## src/hw/rtl/urbs_pkg.sv

```systemverilog
// Shared types and widths for the key range bucket splitter.
// No dependencies; imported by urbs_div, urbs_emit and the top level.
package urbs_pkg;

  localparam int unsigned KeyW = 64;
  localparam int unsigned CntW = 7;
  localparam int unsigned StepW = 6;

  localparam logic [KeyW-1:0] AllOnes = '1;

  // Range prepared for division
  typedef struct packed {
    logic [KeyW-1:0] span;
    logic [KeyW-1:0] min;
    logic [CntW-1:0] count;
    logic            empty;
  } urbs_job_t;

  // Quotient and extra-bucket count handed to the emitter
  typedef struct packed {
    logic [KeyW-1:0] quot;
    logic [CntW-1:0] extra;
    logic [KeyW-1:0] min;
    logic [CntW-1:0] count;
    logic            empty;
  } urbs_split_t;

  // One result beat
  typedef struct packed {
    logic [KeyW-1:0] lower;
    logic [KeyW-1:0] upper;
    logic            upper_unb;
    logic            empty;
    logic            last;
  } urbs_beat_t;

endpackage

```

## src/hw/rtl/urbs_div.sv

```systemverilog
// Bit-serial restoring divider: span by bucket count, one quotient bit a cycle.
// Depends on urbs_pkg.
module urbs_div import urbs_pkg::*; (
  input  logic        clk_i,
  input  logic        rst_ni,
  input  logic        start_i,
  input  urbs_job_t   job_i,
  output logic        ready_o,
  output logic        res_valid_o,
  output urbs_split_t res_o,
  input  logic        res_take_i
);

  typedef enum logic [1:0] {
    StIdle,
    StRun,
    StDone
  } state_e;

  state_e            state_q;
  logic [StepW-1:0]  step_q;
  logic [KeyW-1:0]   quot_q;
  logic [CntW-1:0]   rem_q;
  logic [KeyW-1:0]   min_q;
  logic [CntW-1:0]   count_q;
  logic              empty_q;

  logic [CntW:0]     trial;
  logic              ge;
  logic [CntW-1:0]   rem_d;

  assign trial = {rem_q, quot_q[KeyW-1]};
  assign ge    = trial >= {1'b0, count_q};
  assign rem_d = ge ? CntW'(trial - {1'b0, count_q}) : trial[CntW-1:0];

  always_ff @(posedge clk_i or negedge rst_ni) begin
    if (!rst_ni) begin
      state_q <= StIdle;
      step_q  <= '0;
    end else begin
      unique case (state_q)
        StIdle: begin
          if (start_i) begin
            state_q <= job_i.empty ? StDone : StRun;
            step_q  <= '0;
          end
        end
        StRun: begin
          step_q <= step_q + 1'b1;
          if (step_q == '1) begin
            state_q <= StDone;
          end
        end
        StDone: begin
          if (res_take_i) begin
            state_q <= StIdle;
          end
        end
        default: state_q <= StIdle;
      endcase
    end
  end

  always_ff @(posedge clk_i) begin
    if (state_q == StIdle && start_i) begin
      quot_q  <= job_i.span;
      rem_q   <= '0;
      min_q   <= job_i.min;
      count_q <= job_i.count;
      empty_q <= job_i.empty;
    end else if (state_q == StRun) begin
      quot_q <= {quot_q[KeyW-2:0], ge};
      rem_q  <= rem_d;
    end
  end

  assign ready_o     = (state_q == StIdle);
  assign res_valid_o = (state_q == StDone);
  assign res_o.quot  = quot_q;
  assign res_o.extra = CntW'(rem_q + 1'b1);
  assign res_o.min   = min_q;
  assign res_o.count = count_q;
  assign res_o.empty = empty_q;

endmodule

```

## src/hw/rtl/urbs_emit.sv

```systemverilog
// Bucket generator: walks the buckets of one split and drives the output register.
// Depends on urbs_pkg.
module urbs_emit import urbs_pkg::*; (
  input  logic        clk_i,
  input  logic        rst_ni,
  input  logic        split_valid_i,
  input  urbs_split_t split_i,
  output logic        split_take_o,
  output logic        m_valid_o,
  input  logic        m_ready_i,
  output urbs_beat_t  m_beat_o
);

  logic             active_q;
  logic             out_valid_q;
  urbs_beat_t       beat_q;
  logic [KeyW-1:0]  next_q;
  logic [KeyW-1:0]  base_q;
  logic [CntW-1:0]  extra_q;
  logic [CntW-1:0]  index_q;
  logic [CntW-1:0]  count_q;
  logic             empty_q;

  logic             produce;
  logic             is_last;
  logic [KeyW-1:0]  size;
  logic [KeyW-1:0]  bucket_end;

  assign split_take_o = !active_q && split_valid_i;
  assign produce      = active_q && (!out_valid_q || m_ready_i);
  assign is_last      = empty_q || (CntW'(index_q + 1'b1) == count_q);
  assign size         = base_q + KeyW'(extra_q != '0);
  assign bucket_end   = next_q + size;

  always_ff @(posedge clk_i or negedge rst_ni) begin
    if (!rst_ni) begin
      active_q    <= 1'b0;
      out_valid_q <= 1'b0;
    end else begin
      if (split_take_o) begin
        active_q <= 1'b1;
      end else if (produce && is_last) begin
        active_q <= 1'b0;
      end
      if (produce) begin
        out_valid_q <= 1'b1;
      end else if (m_ready_i) begin
        out_valid_q <= 1'b0;
      end
    end
  end

  always_ff @(posedge clk_i) begin
    if (split_take_o) begin
      next_q  <= split_i.min;
      base_q  <= split_i.quot;
      extra_q <= split_i.extra;
      index_q <= '0;
      count_q <= split_i.count;
      empty_q <= split_i.empty;
    end else if (produce) begin
      next_q  <= bucket_end;
      index_q <= CntW'(index_q + 1'b1);
      if (extra_q != '0) begin
        extra_q <= CntW'(extra_q - 1'b1);
      end
    end
    if (produce) begin
      if (empty_q) begin
        beat_q <= '{lower: '0, upper: '0, upper_unb: 1'b0, empty: 1'b1, last: 1'b1};
      end else begin
        beat_q <= '{lower: next_q, upper: bucket_end, upper_unb: (bucket_end == '0),
                    empty: 1'b0, last: is_last};
      end
    end
  end

  assign m_valid_o = out_valid_q;
  assign m_beat_o  = beat_q;

endmodule

```

## src/hw/rtl/uint_range_bucket_split.sv

```systemverilog
// Splits a half-open 64-bit key range into evenly sized buckets.
// Use: one beat on the slave stream carries a range and a bucket count; the
// master stream returns one beat per bucket in ascending order, tlast on the
// final one. An empty range returns a single beat with tuser set.
// Bucket count 0 is taken as one, counts above MAX_BUCKETS as MAX_BUCKETS.
// Path: the bit-serial divider (one quotient bit a cycle, 64 steps), the
// handover to the bucket generator, then the output register; after the first
// beat, one bucket beat a cycle while m_axis_tready is high.
// An empty range skips the divider loop and goes to the handover directly.
// Overlap: the divider takes a new range as soon as its previous quotient
// has gone to the bucket generator, so division of the next range overlaps
// emission of the current one.
// Reset: asynchronous, active low; clears the divider and generator state and
// drops any beat in flight.
// Stall: when m_axis_tready is low the output beat holds, bucket generation
// pauses and, once the divider is done, s_axis_tready stays low.
// Depends on urbs_pkg, urbs_div and urbs_emit.
module uint_range_bucket_split import urbs_pkg::*; #(
  parameter int unsigned MAX_BUCKETS = 64
) (
  input  logic         clk_i,
  input  logic         rst_ni,
  input  logic         s_axis_tvalid,
  output logic         s_axis_tready,
  // [63:0] lower_value, [64] lower_unbounded, [128:65] upper_value,
  // [129] upper_unbounded, [136:130] bucket_count, [143:137] zero
  input  logic [143:0] s_axis_tdata,
  output logic         m_axis_tvalid,
  input  logic         m_axis_tready,
  // [63:0] bucket_lower, [127:64] bucket_upper, [128] bucket_upper_unbounded,
  // [135:129] zero
  output logic [135:0] m_axis_tdata,
  // [0] empty_error
  output logic [0:0]   m_axis_tuser,
  output logic         m_axis_tlast
);

  localparam logic [CntW-1:0] MaxCnt = CntW'(MAX_BUCKETS);

  logic [KeyW-1:0] lower_value;
  logic            lower_unb;
  logic [KeyW-1:0] upper_value;
  logic            upper_unb;
  logic [CntW-1:0] count_in;

  logic [KeyW-1:0] min_inc;
  logic [KeyW-1:0] max_inc;
  urbs_job_t       job;
  logic            div_ready;
  logic            split_valid;
  urbs_split_t     split;
  logic            split_take;
  urbs_beat_t      beat;

  assign lower_value = s_axis_tdata[63:0];
  assign lower_unb   = s_axis_tdata[64];
  assign upper_value = s_axis_tdata[128:65];
  assign upper_unb   = s_axis_tdata[129];
  assign count_in    = s_axis_tdata[136:130];

  assign min_inc = lower_unb ? AllOnes : lower_value;
  assign max_inc = upper_unb ? AllOnes : KeyW'(upper_value - 1'b1);

  always_comb begin
    job.span  = max_inc - min_inc;
    job.min   = min_inc;
    job.empty = !upper_unb && (upper_value <= min_inc);
    priority if (count_in == '0) begin
      job.count = CntW'(1);
    end else if (count_in > MaxCnt) begin
      job.count = MaxCnt;
    end else begin
      job.count = count_in;
    end
  end

  assign s_axis_tready = div_ready;

  urbs_div u_div (
    .clk_i       (clk_i),
    .rst_ni      (rst_ni),
    .start_i     (s_axis_tvalid && div_ready),
    .job_i       (job),
    .ready_o     (div_ready),
    .res_valid_o (split_valid),
    .res_o       (split),
    .res_take_i  (split_take)
  );

  urbs_emit u_emit (
    .clk_i         (clk_i),
    .rst_ni        (rst_ni),
    .split_valid_i (split_valid),
    .split_i       (split),
    .split_take_o  (split_take),
    .m_valid_o     (m_axis_tvalid),
    .m_ready_i     (m_axis_tready),
    .m_beat_o      (beat)
  );

  assign m_axis_tdata = {7'b0, beat.upper_unb, beat.upper, beat.lower};
  assign m_axis_tuser = beat.empty;
  assign m_axis_tlast = beat.last;

endmodule

```

## config.mk

```make
export PLATFORM = sky130hd
export DESIGN_NAME = uint_range_bucket_split
export DESIGN_NICKNAME = d
export VERILOG_FILES = /design/src/hw/rtl/urbs_pkg.sv /design/src/hw/rtl/urbs_div.sv /design/src/hw/rtl/urbs_emit.sv /design/src/hw/rtl/uint_range_bucket_split.sv
export SDC_FILE = /design/constraint.sdc
export NUM_CORES = 1
export LEC_CHECK = 0
export BUFFER_PORTS_ARGS = -buffer_cell sky130_fd_sc_hd__clkbuf_2
export CORE_MARGIN = 3
export CORE_UTILIZATION = 60
export CTS_CLUSTER_DIAMETER = 80
export DETAILED_ROUTE_END_ITERATION = 10
export HOLD_SLACK_MARGIN = 0.06
export PLACE_DENSITY = 0.81
export SKIP_LAST_GASP = 1
export SYNTH_ARGS = -nofsm -noshare
export SYNTH_HDL_FRONTEND = slang
export SYNTH_SLANG_ARGS = --single-unit
```

## constraint.sdc

```tcl
create_clock -name clk_i -period 7.16 [get_ports clk_i]
set_input_delay 1.074 -clock clk_i [delete_from_list [all_inputs] [get_ports clk_i]]
set_output_delay 1.074 -clock clk_i [all_outputs]
set_load 0.02 [all_outputs]
```

==> results of run 1 <==
cells by family after synthesis:
family                     count (synthesis)  synth area share
and+or+nand+nor                         1004             0.186
AOI/OAI and AO/OA                        699             0.154
DFF                                      434             0.469
buffers and inverters                    229            0.0338
adders and majority gates                211            0.0975
xor gates and xnor gates                 181            0.0579
muxes                                      5           0.00183
other                                      1          0.000137
per-layer routing:
layer / share of wire / wire length [microns]
met2: 0.42 / 32900
met1: 0.46 / 35700
met4: 0.025 / 1960
met3: 0.095 / 7420
met5: 0.00065 / 51
metrics by stage:
| step | util | power, W | hold slack, ns | area, sq um |
|---|---|---|---|---|
| final | 0.685 | 0.0123 | 0.357 | 30600 |
| after floorplan | - | 0.00820 | 0.400 | 27400 |
| after CTS | 0.685 | 0.0123 | 0.336 | 30600 |
| after detailed placement | 0.653 | 0.00996 | 0.436 | 29200 |
| after global placement | 0.653 | 0.00981 | 0.435 | 29200 |
| after global routing | 0.685 | 0.0130 | 0.350 | 30600 |
Yosys cell counts (75+ instances only):
master | number | area (sq um)
xor2_1 | 75 | 657
clkbuf_1 | 93 | 349
nand2_1 | 296 | 1110
o21ai_0 | 244 | 1220
a21oi_1 | 189 | 946
edfxtp_1 | 410 | 12300
nor2_1 | 205 | 769
xnor2_1 | 106 | 928
a21o_1 | 81 | 608
ha_1 | 207 | 2590
nor2b_1 | 99 | 619
inv_1 | 118 | 443
sequential cells by signal, summed over array words and instances, names as in the netlist, 64 cells and up:
register         cells
u_emit.m_beat_o    131
u_div.min_q         64
u_div.quot_q        64
u_emit.base_q       64
u_emit.next_q       64
worst max-delay path: stages:
cell and delay [ns]:
clkbuf_2 0.10, inv_1 0.11, ha_1 0.22, or4b_4 0.52
nor3_2 0.29, nand2_1 0.11, or2_1 0.32, nor3_1 0.33
nand2b_1 0.13, or4_1 0.46, nor2_1 0.17, nand2_1 0.09
xor2_1 0.13, nand2_1 0.08, ha_1 0.41, nand4_1 0.14
or2_2 0.33, nor3_1 0.22, o211ai_1 0.17, a21oi_1 0.31
o21ai_0 0.33, a2111o_1 0.47, and3_1 0.19, o31ai_1 0.18
where the power goes:
part | total (W) | internal (W) | switching [W]
Sequential | 0.00467 | 0.00417 | 0.000506
Clock | 0.00226 | 0.00128 | 0.000981
Combinational | 0.00541 | 0.00176 | 0.00364
final cells by class:
| cell class | instances | area (sq um) |
|---|---|---|
| Fill cell | 3433 | 14100 |
| Multi-Input combinational cell | 2107 | 13700 |
| Sequential cell | 434 | 12800 |
| Timing Repair Buffer | 292 | 1510 |
| Clock buffer | 57 | 1200 |
| Tap cell | 592 | 741 |
| Inverter | 119 | 455 |
| Clock inverter | 25 | 233 |
| Antenna cell | 1 | 2.50 |
path summary, 6_finish.rpt:
kind                                             start                          endpoint  slack, ns  cells past startpoint
max                                   s_axis_tdata[65]        u_div.quot_q[56]$_DFFE_PP_       0.68                     24
min                                             rst_ni      u_emit.m_valid_o$_DFFE_PN0P_       0.36                      1
max reg2reg                u_emit.extra_q[0]$_DFFE_PP_  u_emit.m_beat_o[2]$_SDFFCE_PP0P_       1.44                     18
min reg2reg                 u_div.quot_q[15]$_DFFE_PP_       u_emit.base_q[15]$_DFFE_PP_       0.43                      0
max in group asynchronous                       rst_ni       u_div.step_q[4]$_DFFE_PN0P_       6.60                      1
min in group clk_i          u_div.quot_q[15]$_DFFE_PP_       u_emit.base_q[15]$_DFFE_PP_       0.43                      0
==> impl_metrics.py, run 1 <==
metrics = {
    "sta": {
        "layout_setup_ws_ns": 0.681,
        "setup_violations": 0,
        "slew_headroom": 0.304,
        "finalCritPeriodShare": 0.905,
        "hold_viol": 0,
        "setup-tns-final_ns": 0,
        "fmax_mhz": 154,
        "tightest_slew_ns": 1.04,
        "min_period_ns": 6.48,
        "rsz0062_at_grt": "no",
        "fin_skew_ns": 0.0232,
        "drv_slew": 0,
    },
    "place": {
        "port_buffers": 273,
        "place_congestion": 0.969,
        "dp_slack_ns": 0.300,
        "hpwl_mm": 60.9,
        "dp.cells": 3544,
    },
    "global_route": {
        "met3_usage": 0.0470,
        "overflow": 0,
        "top_usage_layer": "met1",
        "grtUsageTotal": 0.316,
        "grt_antenna_before_repair": 4,
        "use_met1": 0.496,
        "grt_max_degree": 108,
        "first_global_vias": 20455,
        "grt_pass1_wl_mm": 117,
        "gr-usage-met2": 0.461,
    },
    "die": {
        "fp.dieArea_sq_mm": 0.0483,
        "io_pins": 288,
        "core_sq_mm": 0.0447,
        "row_count": 77,
        "chipWidth_microns": 220,
        "die_y_microns": 220,
        "start_util": 0.613,
    },
    "clock_tree": {
        "cts-root-buf": "clkbuf_16",
        "post_cts_buffers": 0,
        "clock_latency_ns": 0.59,
        "clkTransAtPathRegs_ns": 0.06,
        "cts.hold.buffers_added": 0,
        "ctsResizeCount": 0,
        "cts_max_path_buffers": 3,
        "numClockSinks": 434,
        "cts_tree": "built",
        "htreeDepth": 2,
        "numCtsBuffers": 45,
    },
    "logic_synthesis": {
        "avgSynthCellArea_sq_um": 9.91,
        "synth-edff-count": 410,
        "async_flop_share": 0.0230,
        "yosysSeqAreaShare": 0.469,
        "synth_warnings": 0,
        "synthCells": 2764,
        "synth.distinct_cells": 89,
        "netlist_area_sq_mm": 0.0274,
        "ys.flop_type": "edfxtp_1",
        "ys_ff_latch": 434,
    },
    "hold_path": {
        "min_path_type": "in -> async",
    },
    "routing": {
        "ant_nets": 0,
        "routed_wl_mm": 78.1,
        "wl_per_cell_microns": 21.5,
        "drcViolationCount": 0,
        "first_pass_iters": 7,
        "post_drt_via_cell_ratio": 6.17,
        "drtIter0Drc": 2603,
        "vias": 22371,
    },
    "cells_and_area": {
        "drive_gt1_frac": 0.152,
        "final_cell_mix": "edfxtp_1 (410), nand2_1 (295), clkbuf_2 (273), o21ai_0 (244), ha_1 (207)",
        "final_common_cell": "edfxtp_1",
        "syn_to_final_growth_pct": 11.9,
        "stdcell_count": 3627,
        "nets": 3358,
    },
    "critical_path": {
        "cp.arrival_ns": 6.88,
        "crit_type": "in -> reg",
        "end_kind": "flop",
        "critPathRequiredTime_ns": 7.56,
        "crit_path_max_fanout": 7,
        "start_kind": "primary input",
    },
    "run_status": {
        "status": "finished clean",
    },
    "flow_run": {
        "cap_violations": 0,
    },
    "pwr": {
        "p_per_area_mw_per_mm2": 403,
        "leakagePower_nw": 12.6,
        "vdd_drop_max_v": 0.000338,
    },
}
Note: power is estimated with default switching activity, not from simulation.
==> inputs of run 2 (changes only) <==
--- a/config.mk
+++ b/config.mk
@@ -11,4 +11,5 @@
 export CTS_CLUSTER_DIAMETER = 80
 export DETAILED_ROUTE_END_ITERATION = 10
+export GPL_TIMING_DRIVEN = 0
 export HOLD_SLACK_MARGIN = 0.06
 export PLACE_DENSITY = 0.81
==> constraint.sdc (replaced) <==
create_clock -name clk_i -period 7.16 [get_ports clk_i]
set_input_delay 1.074 -clock clk_i [delete_from_list [all_inputs] [get_ports clk_i]]
set_output_delay 1.074 -clock clk_i [all_outputs]
set_load 0.005 [all_outputs]
==> run 2 against run 1 <==
Effect of this change: clock skew increased by 0.0079 ns; sequential power about the same; global-route usage increased by 2.7 points; core utilization increased by 0.87 points; via count increased by 2.6%; critical path type unchanged.
==> impl_metrics.py, run 2 (synthesis results as in run 1) <==
metrics = {
    "routing": {
        "first_pass_iters": 6,
        "wl_per_cell_microns": 22.6,
        "drtIter0Drc": 2485,
        "post_drt_via_cell_ratio": 6.17,
        "ant_nets": 0,
        "vias": 22942,
        "drcViolationCount": 0,
        "routed_wl_mm": 83.9,
    },
    "cells_and_area": {
        "drive_gt1_frac": 0.145,
        "multi_input_area_sq_mm": 0.0137,
        "fillers": 3437,
        "ff_latch_area_sq_mm": 0.0128,
        "final_common_cell": "edfxtp_1",
        "final_cell_mix": "edfxtp_1 (410), nand2_1 (296), clkbuf_2 (271), o21ai_0 (244), ha_1 (207)",
        "largest_reg_flops": 131,
        "fin_util": 0.694,
        "nets": 3450,
        "syn_to_final_growth_pct": 13.3,
        "stdcell_count": 3718,
    },
    "clock_tree": {
        "cts_tree": "built",
        "htreeDepth": 2,
        "clkTransAtPathRegs_ns": 0.06,
        "cts.hold.buffers_added": 0,
        "clock_latency_ns": 0.59,
        "ctsResizeCount": 0,
        "numClockSinks": 434,
        "numCtsBuffers": 44,
        "cts-root-buf": "clkbuf_16",
        "cts_max_path_buffers": 3,
        "post_cts_buffers": 0,
    },
    "die": {
        "start_util": 0.613,
        "chipWidth_microns": 220,
        "die_y_microns": 220,
        "fp.dieArea_sq_mm": 0.0483,
        "core_sq_mm": 0.0447,
        "row_count": 77,
        "io_pins": 288,
    },
    "place": {
        "place_congestion": 0.959,
        "hpwl_mm": 67.2,
        "dp_slack_ns": 0.0848,
        "port_buffers": 271,
        "dp.cells": 3637,
    },
    "flow_run": {
        "cap_violations": 0,
    },
    "pwr": {
        "intPower_w": 0.00725,
        "power_switching_w": 0.00502,
        "pwr-share-clk": 0.186,
        "leakagePower_nw": 12.7,
        "seqPwrFrac": 0.382,
        "p_comb_frac": 0.432,
        "power.share.switching": 0.409,
        "p_per_area_mw_per_mm2": 395,
        "vdd_drop_max_v": 0.000264,
        "power.total_w": 0.0123,
    },
    "hold_path": {
        "min_path_type": "in -> async",
    },
    "critical_path": {
        "crit_path_max_fanout": 7,
        "r2r_cells": 17,
        "cp.arrival_ns": 7.03,
        "critPathRequiredTime_ns": 7.59,
        "crit_type": "in -> reg",
        "start_kind": "primary input",
        "end_kind": "flop",
    },
    "global_route": {
        "grt_pass1_wl_mm": 125,
        "overflow": 0,
        "first_global_vias": 21531,
        "grtUsageTotal": 0.344,
        "grt_antenna_before_repair": 2,
        "grt_max_degree": 113,
    },
    "sta": {
        "slew_headroom": 0.134,
        "drv_slew": 0,
        "fmax_mhz": 152,
        "fin_skew_ns": 0.0311,
        "tightest_slew_ns": 1.30,
        "setup-tns-final_ns": 0,
        "rsz0062_at_grt": "no",
        "layout_setup_ws_ns": 0.565,
        "min_period_ns": 6.59,
        "hold_viol": 0,
        "setup_violations": 0,
        "finalCritPeriodShare": 0.921,
    },
    "run_status": {
        "status": "finished clean",
    },
}
## run 2: cell types whose count changed in the layout (fill, tap and decap cells not counted), sizes merged
cell	before	now
clkinvlp	1	2
clkbuf	330	424
diode	1	3
bufinv	2	4
clkinv	17	11
buf	19	17
## run 2: area by class of cell
class | count | area share
clock inverters | 22 | 0.00839
multi-input cells | 2107 | 0.440
clock buffers | 56 | 0.0369
flip-flops and latches | 434 | 0.414
plain buffers | 110 | 0.0156
inverters | 119 | 0.0146
diodes | 3 | 0.000242
repair buffers | 275 | 0.0468
well taps | 592 | 0.0239
## run 2: power groups by stage
stage / Clock (W) / Sequential (W) / Combinational [W]
final: 0.00228 / 0.00468 / 0.00530
after global routing: 0.00240 / 0.00474 / 0.00581
after global placement: 0 / 0.00471 / 0.00495
after CTS: 0.00229 / 0.00466 / 0.00517
after floorplan: 0 / 0.00452 / 0.00338
after detailed placement: 0 / 0.00469 / 0.00512
## run 2: worst paths after layout
check | startpoint | endpoint | slack (ns)
max reg2reg | u_emit.extra_q[0]$_DFFE_PP_ | u_emit.m_beat_o[2]$_SDFFCE_PP0P_ | 1.46
min reg2reg | u_div.quot_q[6]$_DFFE_PP_ | u_emit.base_q[6]$_DFFE_PP_ | 0.44
min in group clk_i | u_div.quot_q[6]$_DFFE_PP_ | u_emit.base_q[6]$_DFFE_PP_ | 0.44
max | s_axis_tdata[65] | u_div.quot_q[63]$_DFFE_PP_ | 0.57
min | rst_ni | u_emit.m_valid_o$_DFFE_PN0P_ | 0.36
max in group asynchronous | rst_ni | u_div.step_q[5]$_DFFE_PN0P_ | 6.59
## run 2: worst max-delay path: stages
cell and delay, ns:
clkbuf_2 0.10, inv_1 0.12, ha_1 0.21, or4b_4 0.52
nor3_2 0.26, nand2_1 0.10, or2_1 0.22, buf_2 0.16
nor3_1 0.37, nand2b_1 0.15, or4_1 0.45, nor2_1 0.18
nand2_1 0.09, xor2_1 0.14, nand2_1 0.09, ha_1 0.42
a21oi_1 0.25, o21bai_1 0.10, a21oi_1 0.14, o21ai_0 0.09
a21boi_0 0.33, o221ai_1 0.19, o31a_1 0.34, a221o_1 0.37
or4_1 0.48, nand4_1 0.10
## run 2: per-stage QoR
stage / hold slack, ns / instance area (sq um)
floorplan: 0.400 / 27400
global placement: 0.407 / 29500
detailed placement: 0.432 / 29600
CTS: 0.335 / 31000
global route: 0.348 / 31000
finish: 0.359 / 31000
## run 2: layer usage
metal	part of all wire	wire length, microns	GRT usage	up-vias
met1	0.43	36100	0.511	10792
met2	0.43	35800	0.510	1273
met3	0.11	9520	0.0687	132
met4	0.029	2450	0.105	0
li1	-	-	-	10745
met5	0	0	0	-
